===== config.mk =====
export PLATFORM = sky130hd
export DESIGN_NAME = segment_max_downsample_normalize
export DESIGN_NICKNAME = d
export VERILOG_FILES = /design/src/sv/smdn_pkg.sv /design/src/sv/smdn_front.sv /design/src/sv/smdn_queue.sv /design/src/sv/smdn_back.sv /design/src/sv/segment_max_downsample_normalize.sv
export SDC_FILE = /design/constraint.sdc
export NUM_CORES = 1
export LEC_CHECK = 0
export BUFFER_PORTS_ARGS = -buffer_cell sky130_fd_sc_hd__clkbuf_2
export CAP_MARGIN = 5
export CELL_PAD_IN_SITES_DETAIL_PLACEMENT = 0
export CELL_PAD_IN_SITES_GLOBAL_PLACEMENT = 1
export CORE_UTILIZATION = 45
export DETAILED_ROUTE_END_ITERATION = 8
export GPL_TIMING_DRIVEN = 0
export PLACE_DENSITY = 0.68
export SKIP_CTS_REPAIR_TIMING = 1
export SLEW_MARGIN = 20
export SYNTH_ARGS = -nofsm -noshare
export SYNTH_HDL_FRONTEND = slang
export SYNTH_SLANG_ARGS = --single-unit

===== constraint.sdc =====
create_clock -name clk -period 10 [get_ports clk]
set_clock_uncertainty 0.2 [all_clocks]
set_input_delay 1 -clock clk [delete_from_list [all_inputs] [get_ports clk]]
set_output_delay 1 -clock clk [all_outputs]
set_load 0.01 [all_outputs]

===== src/sv/smdn_pkg.sv =====
package smdn_pkg;

    localparam int SAMPLE_W    = 16;
    localparam int WL_W        = 13;
    localparam int SC_W        = 6;
    localparam int CFG_W       = 13;
    localparam int CFG_IDX_W   = 1;
    localparam int VAL_W       = 16;
    localparam int SIDX_W      = 5;
    localparam int QUEUE_DEPTH = 4;

    localparam int DEF_MAX_SEGMENTS = 32;
    localparam int DEF_MAX_WINDOW   = 4096;

    localparam logic [CFG_IDX_W-1:0] REG_WINDOW_LENGTH = 1'b0;
    localparam logic [CFG_IDX_W-1:0] REG_SEGMENT_COUNT = 1'b1;

    localparam logic [WL_W-1:0] RST_WINDOW_LENGTH = 13'd128;
    localparam logic [SC_W-1:0] RST_SEGMENT_COUNT = 6'd8;

    localparam logic [VAL_W-1:0] SCALE_Q8 = 16'd65280;

    localparam logic signed [SAMPLE_W-1:0] SAMPLE_MIN = 16'sh8000;
    localparam logic signed [SAMPLE_W-1:0] SAMPLE_MAX = 16'sh7FFF;

    typedef struct packed {
        logic                       seg_done;
        logic                       win_done;
        logic signed [SAMPLE_W-1:0] seg_max;
    } smdn_rec_t;

endpackage


===== src/sv/smdn_front.sv =====
module smdn_front #(
    parameter int MAX_SEGMENTS = smdn_pkg::DEF_MAX_SEGMENTS,
    parameter int MAX_WINDOW   = smdn_pkg::DEF_MAX_WINDOW
) (
    input  logic                                     clk,
    input  logic                                     rst_n,
    input  logic                                     wr_en,
    input  logic [smdn_pkg::CFG_IDX_W-1:0]           wr_index,
    input  logic [smdn_pkg::CFG_W-1:0]               wr_data,
    input  logic                                     in_valid,
    output logic                                     in_stall,
    input  logic signed [smdn_pkg::SAMPLE_W-1:0]     sample,
    output logic                                     restart,
    output logic                                     rec_push,
    output smdn_pkg::smdn_rec_t                      rec_data,
    input  logic                                     rec_full
);
    import smdn_pkg::*;

    localparam int WIN_W  = $clog2(MAX_WINDOW + 1);
    localparam int SEG_W  = $clog2(MAX_SEGMENTS + 1);
    localparam int DCNT_W = $clog2(WIN_W + 1);

    logic [WL_W-1:0]             wl_reg;
    logic [SC_W-1:0]             sc_reg;
    logic                        start_reg;
    logic [WIN_W-1:0]            div_q_reg;
    logic [SEG_W-1:0]            div_r_reg;
    logic [DCNT_W-1:0]           div_cnt_reg;
    logic [WIN_W-1:0]            win_cnt_reg;
    logic [WIN_W-1:0]            seg_cnt_reg;
    logic [SEG_W-1:0]            cur_seg_reg;
    logic signed [SAMPLE_W-1:0]  run_max_reg;

    logic                        wl_we;
    logic                        sc_we;
    logic [WIN_W-1:0]            eff_w;
    logic [SEG_W-1:0]            seg_lim;
    logic [SEG_W-1:0]            eff_s;
    logic [SEG_W:0]              div_t;
    logic                        div_ge;
    logic [SEG_W-1:0]            div_r_next;
    logic                        div_busy;
    logic                        in_acc;
    logic                        seg_act;
    logic                        seg_end;
    logic                        win_end;
    logic signed [SAMPLE_W-1:0]  new_max;

    always_comb
    begin
        wl_we = 1'b0;
        sc_we = 1'b0;
        if (wr_en)
        begin
            unique case (wr_index)
                REG_WINDOW_LENGTH: wl_we = 1'b1;
                REG_SEGMENT_COUNT: sc_we = 1'b1;
                default: ;
            endcase
        end
    end

    assign restart = wl_we | sc_we;

    always_comb
    begin
        if (wl_reg == '0)
            eff_w = WIN_W'(1);
        else if (32'(wl_reg) > 32'(MAX_WINDOW))
            eff_w = WIN_W'(MAX_WINDOW);
        else
            eff_w = WIN_W'(wl_reg);

        if (sc_reg == '0)
            seg_lim = SEG_W'(1);
        else if (32'(sc_reg) > 32'(MAX_SEGMENTS))
            seg_lim = SEG_W'(MAX_SEGMENTS);
        else
            seg_lim = SEG_W'(sc_reg);

        if (32'(seg_lim) > 32'(eff_w))
            eff_s = SEG_W'(eff_w);
        else
            eff_s = seg_lim;
    end

    always_comb
    begin
        div_t      = {div_r_reg, div_q_reg[WIN_W-1]};
        div_ge     = (div_t >= {1'b0, eff_s});
        div_r_next = div_ge ? SEG_W'(div_t - {1'b0, eff_s}) : SEG_W'(div_t);
    end

    assign div_busy = start_reg || (div_cnt_reg != '0);
    assign in_stall = div_busy || rec_full;
    assign in_acc   = in_valid && !in_stall;

    always_comb
    begin
        seg_act  = (cur_seg_reg < eff_s);
        new_max  = (sample > run_max_reg) ? sample : run_max_reg;
        seg_end  = seg_act && (WIN_W'(seg_cnt_reg + 1'b1) == div_q_reg);
        win_end  = (WIN_W'(win_cnt_reg + 1'b1) == eff_w);
        rec_push = in_acc && (seg_end || win_end);
        rec_data.seg_done = seg_end;
        rec_data.win_done = win_end;
        rec_data.seg_max  = new_max;
    end

    always_ff @(posedge clk or negedge rst_n)
    begin
        if (!rst_n)
        begin
            wl_reg      <= RST_WINDOW_LENGTH;
            sc_reg      <= RST_SEGMENT_COUNT;
            start_reg   <= 1'b1;
            div_q_reg   <= '0;
            div_r_reg   <= '0;
            div_cnt_reg <= '0;
            win_cnt_reg <= '0;
            seg_cnt_reg <= '0;
            cur_seg_reg <= '0;
            run_max_reg <= SAMPLE_MIN;
        end
        else
        begin
            if (wl_we)
                wl_reg <= wr_data[WL_W-1:0];
            if (sc_we)
                sc_reg <= wr_data[SC_W-1:0];

            start_reg <= restart;

            if (start_reg)
            begin
                div_q_reg   <= eff_w;
                div_r_reg   <= '0;
                div_cnt_reg <= DCNT_W'(WIN_W);
            end
            else if (div_cnt_reg != '0)
            begin
                div_q_reg   <= {div_q_reg[WIN_W-2:0], div_ge};
                div_r_reg   <= div_r_next;
                div_cnt_reg <= div_cnt_reg - 1'b1;
            end

            if (restart)
            begin
                win_cnt_reg <= '0;
                seg_cnt_reg <= '0;
                cur_seg_reg <= '0;
                run_max_reg <= SAMPLE_MIN;
            end
            else if (in_acc)
            begin
                if (win_end)
                begin
                    win_cnt_reg <= '0;
                    seg_cnt_reg <= '0;
                    cur_seg_reg <= '0;
                    run_max_reg <= SAMPLE_MIN;
                end
                else
                begin
                    win_cnt_reg <= win_cnt_reg + 1'b1;
                    if (seg_act)
                    begin
                        if (seg_end)
                        begin
                            cur_seg_reg <= cur_seg_reg + 1'b1;
                            seg_cnt_reg <= '0;
                            run_max_reg <= SAMPLE_MIN;
                        end
                        else
                        begin
                            seg_cnt_reg <= seg_cnt_reg + 1'b1;
                            run_max_reg <= new_max;
                        end
                    end
                end
            end
        end
    end

endmodule


===== src/sv/smdn_queue.sv =====
module smdn_queue (
    input  logic                 clk,
    input  logic                 rst_n,
    input  logic                 push,
    input  smdn_pkg::smdn_rec_t  push_data,
    output logic                 full,
    input  logic                 pop,
    output smdn_pkg::smdn_rec_t  pop_data,
    output logic                 empty
);
    import smdn_pkg::*;

    localparam int PTR_W = $clog2(QUEUE_DEPTH);
    localparam int CNT_W = $clog2(QUEUE_DEPTH + 1);

    smdn_rec_t          slots_reg [QUEUE_DEPTH];
    logic [PTR_W-1:0]   wr_ptr_reg;
    logic [PTR_W-1:0]   rd_ptr_reg;
    logic [CNT_W-1:0]   cnt_reg;
    logic [CNT_W-1:0]   cnt_next;

    assign full     = (cnt_reg == CNT_W'(QUEUE_DEPTH));
    assign empty    = (cnt_reg == '0);
    assign pop_data = slots_reg[rd_ptr_reg];

    always_comb
    begin
        case ({push, pop})
            2'b10:   cnt_next = cnt_reg + 1'b1;
            2'b01:   cnt_next = cnt_reg - 1'b1;
            default: cnt_next = cnt_reg;
        endcase
    end

    always_ff @(posedge clk)
    begin
        if (push)
            slots_reg[wr_ptr_reg] <= push_data;
    end

    always_ff @(posedge clk or negedge rst_n)
    begin
        if (!rst_n)
        begin
            wr_ptr_reg <= '0;
            rd_ptr_reg <= '0;
            cnt_reg    <= '0;
        end
        else
        begin
            if (push)
                wr_ptr_reg <= wr_ptr_reg + 1'b1;
            if (pop)
                rd_ptr_reg <= rd_ptr_reg + 1'b1;
            cnt_reg <= cnt_next;
        end
    end

endmodule


===== src/sv/smdn_back.sv =====
module smdn_back #(
    parameter int MAX_SEGMENTS = smdn_pkg::DEF_MAX_SEGMENTS
) (
    input  logic                              clk,
    input  logic                              rst_n,
    input  logic                              restart,
    input  logic                              rec_empty,
    input  smdn_pkg::smdn_rec_t               rec_data,
    output logic                              rec_pop,
    output logic                              out_valid,
    input  logic                              out_stall,
    output logic [smdn_pkg::VAL_W-1:0]        normalized_value,
    output logic [smdn_pkg::SIDX_W-1:0]       segment_index,
    output logic                              last_segment
);
    import smdn_pkg::*;

    localparam int SEG_W  = $clog2(MAX_SEGMENTS + 1);
    localparam int IDX_W  = (MAX_SEGMENTS > 1) ? $clog2(MAX_SEGMENTS) : 1;
    localparam int STEP_W = $clog2(VAL_W + 1);

    localparam logic [2:0] ST_IDLE = 3'd0;
    localparam logic [2:0] ST_PREP = 3'd1;
    localparam logic [2:0] ST_READ = 3'd2;
    localparam logic [2:0] ST_MUL  = 3'd3;
    localparam logic [2:0] ST_DIV  = 3'd4;
    localparam logic [2:0] ST_PUT  = 3'd5;

    logic signed [SAMPLE_W-1:0]  mem [MAX_SEGMENTS];
    logic signed [SAMPLE_W-1:0]  rd_data_reg;

    logic [2:0]                  state_reg;
    logic [SEG_W-1:0]            wr_cnt_reg;
    logic [SEG_W-1:0]            em_idx_reg;
    logic signed [SAMPLE_W-1:0]  mn_reg;
    logic signed [SAMPLE_W-1:0]  mx_reg;
    logic [VAL_W-1:0]            delta_reg;
    logic [VAL_W-1:0]            dq_reg;
    logic [VAL_W-1:0]            dr_reg;
    logic [STEP_W-1:0]           step_reg;
    logic                        out_valid_reg;
    logic [VAL_W-1:0]            out_val_reg;
    logic [SIDX_W-1:0]           out_idx_reg;
    logic                        out_last_reg;

    logic [VAL_W-1:0]            diff;
    logic [2*VAL_W-1:0]          prod;
    logic [VAL_W:0]              div_t;
    logic                        div_ge;
    logic [VAL_W-1:0]            dr_next;
    logic                        is_last;
    logic                        out_free;

    assign rec_pop = (state_reg == ST_IDLE) && !rec_empty;

    always_comb
    begin
        diff     = VAL_W'(rd_data_reg - mn_reg);
        prod     = (2*VAL_W)'(diff) * (2*VAL_W)'(SCALE_Q8);
        div_t    = {dr_reg, dq_reg[VAL_W-1]};
        div_ge   = (div_t >= {1'b0, delta_reg});
        dr_next  = div_ge ? VAL_W'(div_t - {1'b0, delta_reg}) : VAL_W'(div_t);
        is_last  = (SEG_W'(em_idx_reg + 1'b1) == wr_cnt_reg);
        out_free = !out_valid_reg || !out_stall;
    end

    always_ff @(posedge clk)
    begin
        if (rec_pop && rec_data.seg_done)
            mem[wr_cnt_reg[IDX_W-1:0]] <= rec_data.seg_max;
        if (state_reg == ST_READ)
            rd_data_reg <= mem[em_idx_reg[IDX_W-1:0]];
    end

    always_ff @(posedge clk or negedge rst_n)
    begin
        if (!rst_n)
        begin
            state_reg     <= ST_IDLE;
            wr_cnt_reg    <= '0;
            em_idx_reg    <= '0;
            mn_reg        <= SAMPLE_MAX;
            mx_reg        <= SAMPLE_MIN;
            delta_reg     <= '0;
            dq_reg        <= '0;
            dr_reg        <= '0;
            step_reg      <= '0;
            out_valid_reg <= 1'b0;
            out_val_reg   <= '0;
            out_idx_reg   <= '0;
            out_last_reg  <= 1'b0;
        end
        else
        begin
            if (out_valid_reg && !out_stall && (state_reg != ST_PUT))
                out_valid_reg <= 1'b0;

            unique case (state_reg)
                ST_IDLE:
                begin
                    if (restart)
                    begin
                        wr_cnt_reg <= '0;
                        mn_reg     <= SAMPLE_MAX;
                        mx_reg     <= SAMPLE_MIN;
                    end
                    else if (rec_pop)
                    begin
                        if (rec_data.seg_done)
                        begin
                            wr_cnt_reg <= wr_cnt_reg + 1'b1;
                            if (rec_data.seg_max < mn_reg)
                                mn_reg <= rec_data.seg_max;
                            if (rec_data.seg_max > mx_reg)
                                mx_reg <= rec_data.seg_max;
                        end
                        if (rec_data.win_done)
                            state_reg <= ST_PREP;
                    end
                end
                ST_PREP:
                begin
                    delta_reg  <= VAL_W'(mx_reg - mn_reg);
                    em_idx_reg <= '0;
                    state_reg  <= ST_READ;
                end
                ST_READ:
                begin
                    state_reg <= ST_MUL;
                end
                ST_MUL:
                begin
                    dr_reg    <= prod[2*VAL_W-1:VAL_W];
                    dq_reg    <= prod[VAL_W-1:0];
                    step_reg  <= STEP_W'(VAL_W);
                    state_reg <= ST_DIV;
                end
                ST_DIV:
                begin
                    dr_reg   <= dr_next;
                    dq_reg   <= {dq_reg[VAL_W-2:0], div_ge};
                    step_reg <= step_reg - 1'b1;
                    if (step_reg == STEP_W'(1))
                        state_reg <= ST_PUT;
                end
                ST_PUT:
                begin
                    if (out_free)
                    begin
                        out_valid_reg <= 1'b1;
                        out_val_reg   <= (delta_reg == '0) ? '0 : dq_reg;
                        out_idx_reg   <= SIDX_W'(em_idx_reg);
                        out_last_reg  <= is_last;
                        if (is_last)
                        begin
                            wr_cnt_reg <= '0;
                            mn_reg     <= SAMPLE_MAX;
                            mx_reg     <= SAMPLE_MIN;
                            state_reg  <= ST_IDLE;
                        end
                        else
                        begin
                            em_idx_reg <= em_idx_reg + 1'b1;
                            state_reg  <= ST_READ;
                        end
                    end
                end
                default:
                begin
                    state_reg <= ST_IDLE;
                end
            endcase
        end
    end

    assign out_valid        = out_valid_reg;
    assign normalized_value = out_val_reg;
    assign segment_index    = out_idx_reg;
    assign last_segment     = out_last_reg;

endmodule


===== src/sv/segment_max_downsample_normalize.sv =====
// Segment max downsampling with min-max normalization. Samples enter one per cycle while
// in_stall is low into a front end that tracks each segment's maximum and hands finished
// segment maxima through a four-entry queue to a back end. After the last sample of a window
// the back end emits one result per segment, each through a memory read, one multiply, a
// 16-step divider and the output register, in segment order; the front end keeps taking the
// next window's samples until the queue fills. Reset and every configuration write start a
// per-segment length divide during which input is stalled, and restart the current window.
// The normalized value is unsigned Q8.8, 0 when all segment maxima match.
module segment_max_downsample_normalize #(
    parameter int MAX_SEGMENTS = smdn_pkg::DEF_MAX_SEGMENTS,
    parameter int MAX_WINDOW   = smdn_pkg::DEF_MAX_WINDOW
) (
    input  logic                                  clk,
    input  logic                                  rst_n,
    input  logic                                  wr_en,
    input  logic [smdn_pkg::CFG_IDX_W-1:0]        wr_index,
    input  logic [smdn_pkg::CFG_W-1:0]            wr_data,
    input  logic                                  in_valid,
    output logic                                  in_stall,
    input  logic signed [smdn_pkg::SAMPLE_W-1:0]  sample,
    output logic                                  out_valid,
    input  logic                                  out_stall,
    output logic [smdn_pkg::VAL_W-1:0]            normalized_value,
    output logic [smdn_pkg::SIDX_W-1:0]           segment_index,
    output logic                                  last_segment
);
    import smdn_pkg::*;

    logic       restart;
    logic       rec_push;
    logic       rec_full;
    logic       rec_pop;
    logic       rec_empty;
    smdn_rec_t  push_rec;
    smdn_rec_t  pop_rec;

    smdn_front #(
        .MAX_SEGMENTS (MAX_SEGMENTS),
        .MAX_WINDOW   (MAX_WINDOW)
    ) u_front (
        .clk      (clk),
        .rst_n    (rst_n),
        .wr_en    (wr_en),
        .wr_index (wr_index),
        .wr_data  (wr_data),
        .in_valid (in_valid),
        .in_stall (in_stall),
        .sample   (sample),
        .restart  (restart),
        .rec_push (rec_push),
        .rec_data (push_rec),
        .rec_full (rec_full)
    );

    smdn_queue u_queue (
        .clk       (clk),
        .rst_n     (rst_n),
        .push      (rec_push),
        .push_data (push_rec),
        .full      (rec_full),
        .pop       (rec_pop),
        .pop_data  (pop_rec),
        .empty     (rec_empty)
    );

    smdn_back #(
        .MAX_SEGMENTS (MAX_SEGMENTS)
    ) u_back (
        .clk              (clk),
        .rst_n            (rst_n),
        .restart          (restart),
        .rec_empty        (rec_empty),
        .rec_data         (pop_rec),
        .rec_pop          (rec_pop),
        .out_valid        (out_valid),
        .out_stall        (out_stall),
        .normalized_value (normalized_value),
        .segment_index    (segment_index),
        .last_segment     (last_segment)
    );

endmodule


== Word-level counts from Yosys, hierarchy flattened ==
Memory sizes are Yosys's and may differ from the RTL's. A register that Yosys moved wholly into a read port is not among the register bits.
Cells that the tools add are included.

* Register bits after elaboration: 221
* Bits in writable memories: 584
* Input port bits: 35
* Word-level logic and storage cells: 193
* Memories: 2

* $add $sub $neg: 15
* $mul: 1
* $lt $le $gt $ge: 9
* Equality and inequality tests: 24
* Multiplexer cells: 78
* Bitwise gates (word level): 1
* Reduce and logical (&&, ||, !) cells: 37

{| class="wikitable"
|+ Memories
! name !! depth !! bits a word !! read ports !! clocked after Yosys merged registers in !! write ports !! RTL line !! text
|-
| u_back.mem || 32 || 16 || 1 || 1 || 1 || smdn_back.sv:29 || <nowiki>logic signed [SAMPLE_W-1:0] mem [MAX_SEGMENTS];</nowiki>
|-
| u_queue.slots_reg || 4 || 18 || 1 || 0 || 1 || smdn_queue.sv:16 || <nowiki>smdn_rec_t slots_reg [QUEUE_DEPTH];</nowiki>
|}

{| class="wikitable"
|+ Operators by type and width
! kind !! number
|-
| 2-to-1 mux 16 bit || 20
|-
| 2-to-1 mux 13 bit || 12
|-
| case mux 16 bit (2 select lines) || 4
|-
| 2-to-1 mux 6 bit || 18
|-
| subtractor 16 bit || 3
|-
| greater-than comparator 16 bit || 2
|-
| adder 13 x 1 -> 13 bit (second input constant) || 2
|-
| equality test 13 bit || 2
|-
| multiplier 16 x 8 -> 24 bit (second input constant) || 1
|-
| case mux 6 bit (2 select lines) || 2
|-
| adder 6 x 1 -> 6 bit (second input constant) || 3
|-
| case mux 3 bit (6 select lines) || 1
|-
| greater-or-equal comparator 17 x 16 -> 1 bit || 1
|-
| zero test 16 bit || 1
|-
| less-than comparator 16 bit || 1
|-
| 2-to-1 mux 3 bit || 5
|-
| greater-than comparator 13 bit (second input constant) || 1
|-
| greater-than comparator 6 x 13 -> 1 bit || 1
|-
| zero test 13 bit || 1
|-
| AND reduction 6 bit || 2
|-
| nonzero test 2 bit || 6
|-
| 2-to-1 mux 1 bit || 11
|-
| case mux 5 bit (2 select lines) || 1
|-
| AND reduction 5 bit || 2
|-
| other kinds (33) || 62
|}

== Longest topological paths before layout ==
* Depth in word-level cells: 12
* Mapped depth: 31
* Gate-level depth less buffers: 31

== Cells and area by module ==
Synthesis repeated with hierarchy kept, for this count alone.

* Cell total of the unflattened synthesis: 2900
* Area total of the unflattened synthesis: 41089.4 sq um

{| class="wikitable"
|+ Modules (own cells, without submodules)
! module !! times used !! cells an instance !! area each (sq um) !! seq. area each (sq um)
|-
| smdn_back || 1 || 2066 || 31642.8 || 18953.2
|-
| smdn_front || 1 || 703 || 6449.9 || 2282.2
|-
| smdn_queue || 1 || 131 || 2996.6 || 2337.2
|}

== Worst setup path after synthesis ==
OpenSTA, ideal clock, no wires.

* Path kind: flip-flop to flip-flop
* Start point: register u_back.mn_reg[0]
* End point: register u_back.dr_reg[9]
* Library setup time: 0.137 ns
* Data arrival time: 6.647 ns
* Data required time: 9.663 ns
* Setup slack: 3.017 ns
* Cell stages (with the launch flop): 29
* Buffers on the path: 0
* Clock period less this slack: 6.983 ns
* Cell sequence: dfstp_2 > ha_1 > inv_1 > fa_1 > a21o_1 > a21oi_1 > o21bai_1 > a211o_1 > nand2_1 > o2111ai_1 > o211a_1 > xor2_1 > inv_1 > fa_1 > inv_1 > fa_1 > fa_1 > inv_1 > fa_1 > inv_1 > ha_1 > nand4_1 > a211oi_1 > or2_2 > o41ai_1 > xor2_1 > nor2_1 > a211oi_1 > a21oi_1

* Longest elaborated chain between the ends: 3

{| class="wikitable"
|+ RTL lines
! what !! RTL line !! text
|-
| start: declaration || smdn_back.sv:35 || <nowiki>logic signed [SAMPLE_W-1:0] mn_reg;</nowiki>
|-
| start signal: assignment || smdn_back.sv:113 || <nowiki>mn_reg <= rec_data.seg_max;</nowiki>
|-
| subtractor 16 bit || smdn_back.sv:58 || <nowiki>diff = VAL_W'(rd_data_reg - mn_reg);</nowiki>
|-
| multiplier 16 x 8 -> 24 bit || smdn_back.sv:59 || <nowiki>prod = (2*VAL_W)'(diff) * (2*VAL_W)'(SCALE_Q8);</nowiki>
|-
| case mux 16 bit (2 select lines) || smdn_back.sv:98 || <nowiki>unique case (state_reg)</nowiki>
|-
| end signal: assignment || smdn_back.sv:133 || <nowiki>dr_reg <= prod[2*VAL_W-1:VAL_W];</nowiki>
|-
| end signal: assignment || smdn_back.sv:140 || <nowiki>dr_reg <= dr_next;</nowiki>
|-
| end: declaration || smdn_back.sv:39 || <nowiki>logic [VAL_W-1:0] dr_reg;</nowiki>
|}

No other way between the ends.
A chain may end at the register's enable or synchronous reset.

== Final worst setup path ==
Ends and elaborated chain as after synthesis.

==> results by stage <==
Routing:
- In the routed layout, each cell is associated on average with a via count of 5.62.
- The wire length per cell after detailed routing is 22.6 µm.
- The count of nets left with antenna violations once routing finished came out at 0.
- The detailed-route wire length is 95.9 mm.
- The DRC violations left is 0.
- After the first detailed-routing iteration, the DRC count stood at 1747.
- The total number of vias is 23800.
- The first detailed-routing pass ran for 5 iterations.

Logic synthesis:
- For this run, the number of Yosys warnings is 0.
- The distinct cell type count of the synthesized netlist is 89.
- The mean post-synth cell area is 14.3 µm².
- The post-synthesis cell count is 2820.
- The share of the Yosys chip area taken by registers is 0.585.
- The synthesized netlist net count is 3095.
- The share of flip-flops with an asynchronous set or reset after synthesis is 0.269.
- The cell area after synthesis is 40300 µm².
- The flip-flop cell with the highest count after synthesis is edfxtp_1.
- Counting flops with a built-in enable in the synthesized netlist gives 600.
- The flip-flop and latch count after synthesis is 821.

Timing:
- Setup repair after global routing left no endpoint under its margin.
- The final critical delay including setup and external delays is 7860 ps.
- The measured slew at the worst slew-check pin is 1030 ps.
- The worst pin sits at a relative slew slack of 0.314.
- Setup violations remaining at the end of the flow were counted as 0.
- The total negative slack for setup checks is 0 ps.
- The final critical-path share of the clock period is 0.786.
- Timing would allow up to 127 MHz.
- The number of pins with negative max-slew slack in the final report is 0.
- The final-report hold violation count was 0.

Floorplan:
- The row count is 109.
- The floorplan step set the die width to 301 µm.
- The initial utilization of the core area, before any placement, comes to 0.456.
- The area of the core is 88500 µm².
- The die area is 90800 µm².
- Pin placement for this block handled 59 I/O pins.
- The floorplan step set the die height to 301 µm.

Setup path:
- Data on the critical path arrives at its endpoint at 8140 ps.
- The startpoint kind of the worst setup timing path is a register.
- The start-to-end type of the worst setup path is register to register.
- The slowest stage of the critical path is the fa_1 cell.
- The critical path required time is 10290 ps.
- The largest stage delay on the critical path is 610 ps.
- The peak fanout along the critical path is 6.
- STA classifies the critical path endpoint as a register.

Global route:
- The global-route wire length before repair is 148 mm.
- The via count of the first global-routing pass came to 24500.
- The met2 global-route usage is 0.353.
- The largest net degree at the start of global routing is 86.
- The overall track demand over capacity in global routing is 0.216.
- The met3 track demand over resource is 0.0391.
- The total global routing overflow is 0.
- For met1 alone, demand over resource in global routing was 0.301.
- The initial antenna violation count came to 4.
- The most heavily used metal layer in global routing is met2.

Clock tree:
- The longest clock path from root to sink contains 3 buffers.
- The maximum level of the CTS H-tree is 3.
- The insertion delay of the later-clocked pin in the worst-skew pair is 650 ps.
- After clock tree synthesis, the clock-pin slew on the worst setup and hold paths is 60 ps.
- The number of clock buffers inserted by TritonCTS is 86.
- Clock tree synthesis selected as its root buffer the cell clkbuf_16.
- The number of sinks on the clock net is 821.
- The TritonCTS clock tree is built.

Layout:
- In the final design database the tool counted 3276 nets.
- The number of antenna repair diodes is 0.
- The number of flip-flops in the largest register is 512.
- The fraction of final layout cells sized beyond drive strength 1 is 0.184.
- The filler cell count is 7252.
- The area growth from synthesis to layout is 12.9%.

Job:
- The reported max-cap violation count is 0.

Hold path:
- The min-delay analysis places its worst path in the category input port to async pin.

Status:
- The flow ran to the end, and the final reports show no timing, DRC or antenna violations.

Place:
- The congestion estimate from routability-driven global placement came to 0.853.
- During placement, the flow inserted port buffers numbering 57.
- The half-perimeter wire length after placement is 68.5 mm.
[area by class of cell]
class                      count  area (µm²)  share of cell area
sequential                   821       23600               0.518
multi-input combinational   1659       15500               0.341
clock buffer                 121        2420              0.0531
tap                         1165        1460              0.0320
inverter                     229         860              0.0189
timing repair buffer          93         758              0.0167
clock inverter                40         479              0.0105
buffer                       111         459              0.0101
[critical path, delay by kind of cell (launching register included)]
family,cells,cell delay [ps]
AOI/OAI and AO/OA,10,1960
xor gates and xnor gates,2,600
adders and majority gates,7,3250
buffers and inverters,5,490
DFF,1,580
and+or+nand+nor,4,620
[path summary, 6_finish.rpt]
kind                       depth (start not counted)                 endpoint  slack, ps                     from
setup / recovery                                  28         u_back.dr_reg[9]       2140         u_back.mn_reg[0]
setup reg to reg                                  28         u_back.dr_reg[9]       2140         u_back.mn_reg[0]
hold reg to reg                                    2  u_back.segment_index[1]        280  u_back.segment_index[1]
max in group asynchronous                          2         u_back.mn_reg[3]       8480                    rst_n
min in group clk                                   2  u_back.segment_index[1]        280  u_back.segment_index[1]
hold / removal                                     1   u_front.win_cnt_reg[7]        160                    rst_n
[metal layers]
layer,vias up,part of all wire
met2,477,0.49
met4,2,0.016
met5,-,0.00021
li1,10900,-
met1,12300,0.45
met3,93,0.050
[cell families (layout without fill, tap and decap cells)]
family	after synthesis	after routing	synth area share
AO/OA/AOI/OAI	443	443	0.0719
buffers and inverters	340	594	0.0326
flip-flops	821	821	0.585
AND/OR/NAND/NOR	574	574	0.0698
multiplexers	273	273	0.125
XOR/XNOR	125	125	0.0278
adder cells (fa/ha/maj)	244	244	0.0883
[cells in the mapped netlist, drive strengths merged (45+ instances only)]
cell | count | area share
nor3 | 57 | 0.0072
o21ai | 125 | 0.016
inv | 229 | 0.021
nand2 | 168 | 0.016
a21oi | 102 | 0.013
nor2 | 140 | 0.014
mux2 | 58 | 0.016
ha | 171 | 0.053
mux4 | 178 | 0.099
dfrtp | 201 | 0.12
clkbuf | 78 | 0.0073
fa | 69 | 0.034
xnor2 | 78 | 0.017
xor2 | 45 | 0.0098
edfxtp | 600 | 0.45
[placed cells by master (no fill, tap or decap), drive strengths merged, types with 20 or more instances in the layout]
| master | n |
|---|---|
| dfstp | 20 |
| edfxtp | 600 |
| nand3 | 43 |
| mux2i | 37 |
| xor2 | 45 |
| inv | 230 |
| xnor2 | 78 |
| fa | 69 |
| buf | 68 |
| nor2 | 140 |
| mux4 | 178 |
| o21ai | 125 |
| ha | 171 |
| clkbuf | 257 |
| clkinv | 29 |
| nor2b | 30 |
| nand2b | 21 |
| dfrtp | 201 |
| a22o | 44 |
| nor3 | 57 |
| nand2 | 168 |
| nand4 | 20 |
| mux2 | 58 |
| a21oi | 102 |
| a21o | 34 |
[per-stage QoR]
step | cell area (µm²) | utilization | worst slack (ps) | std cells | hold WS, ps
floorplan | 40300 | - | 3020 | 2820 | 255
global placement | 42100 | 0.475 | 2200 | 4042 | 268
detailed placement | 42600 | 0.482 | 2190 | 4077 | 275
CTS | 45500 | 0.514 | 2120 | 4238 | 158
global route | 45500 | 0.514 | 1700 | 4239 | 179
finish | 45500 | 0.514 | 2140 | 4239 | 161
Power is not shown: default switching activity piles up to over one toggle a cycle in this logic, so the estimate is an artifact.
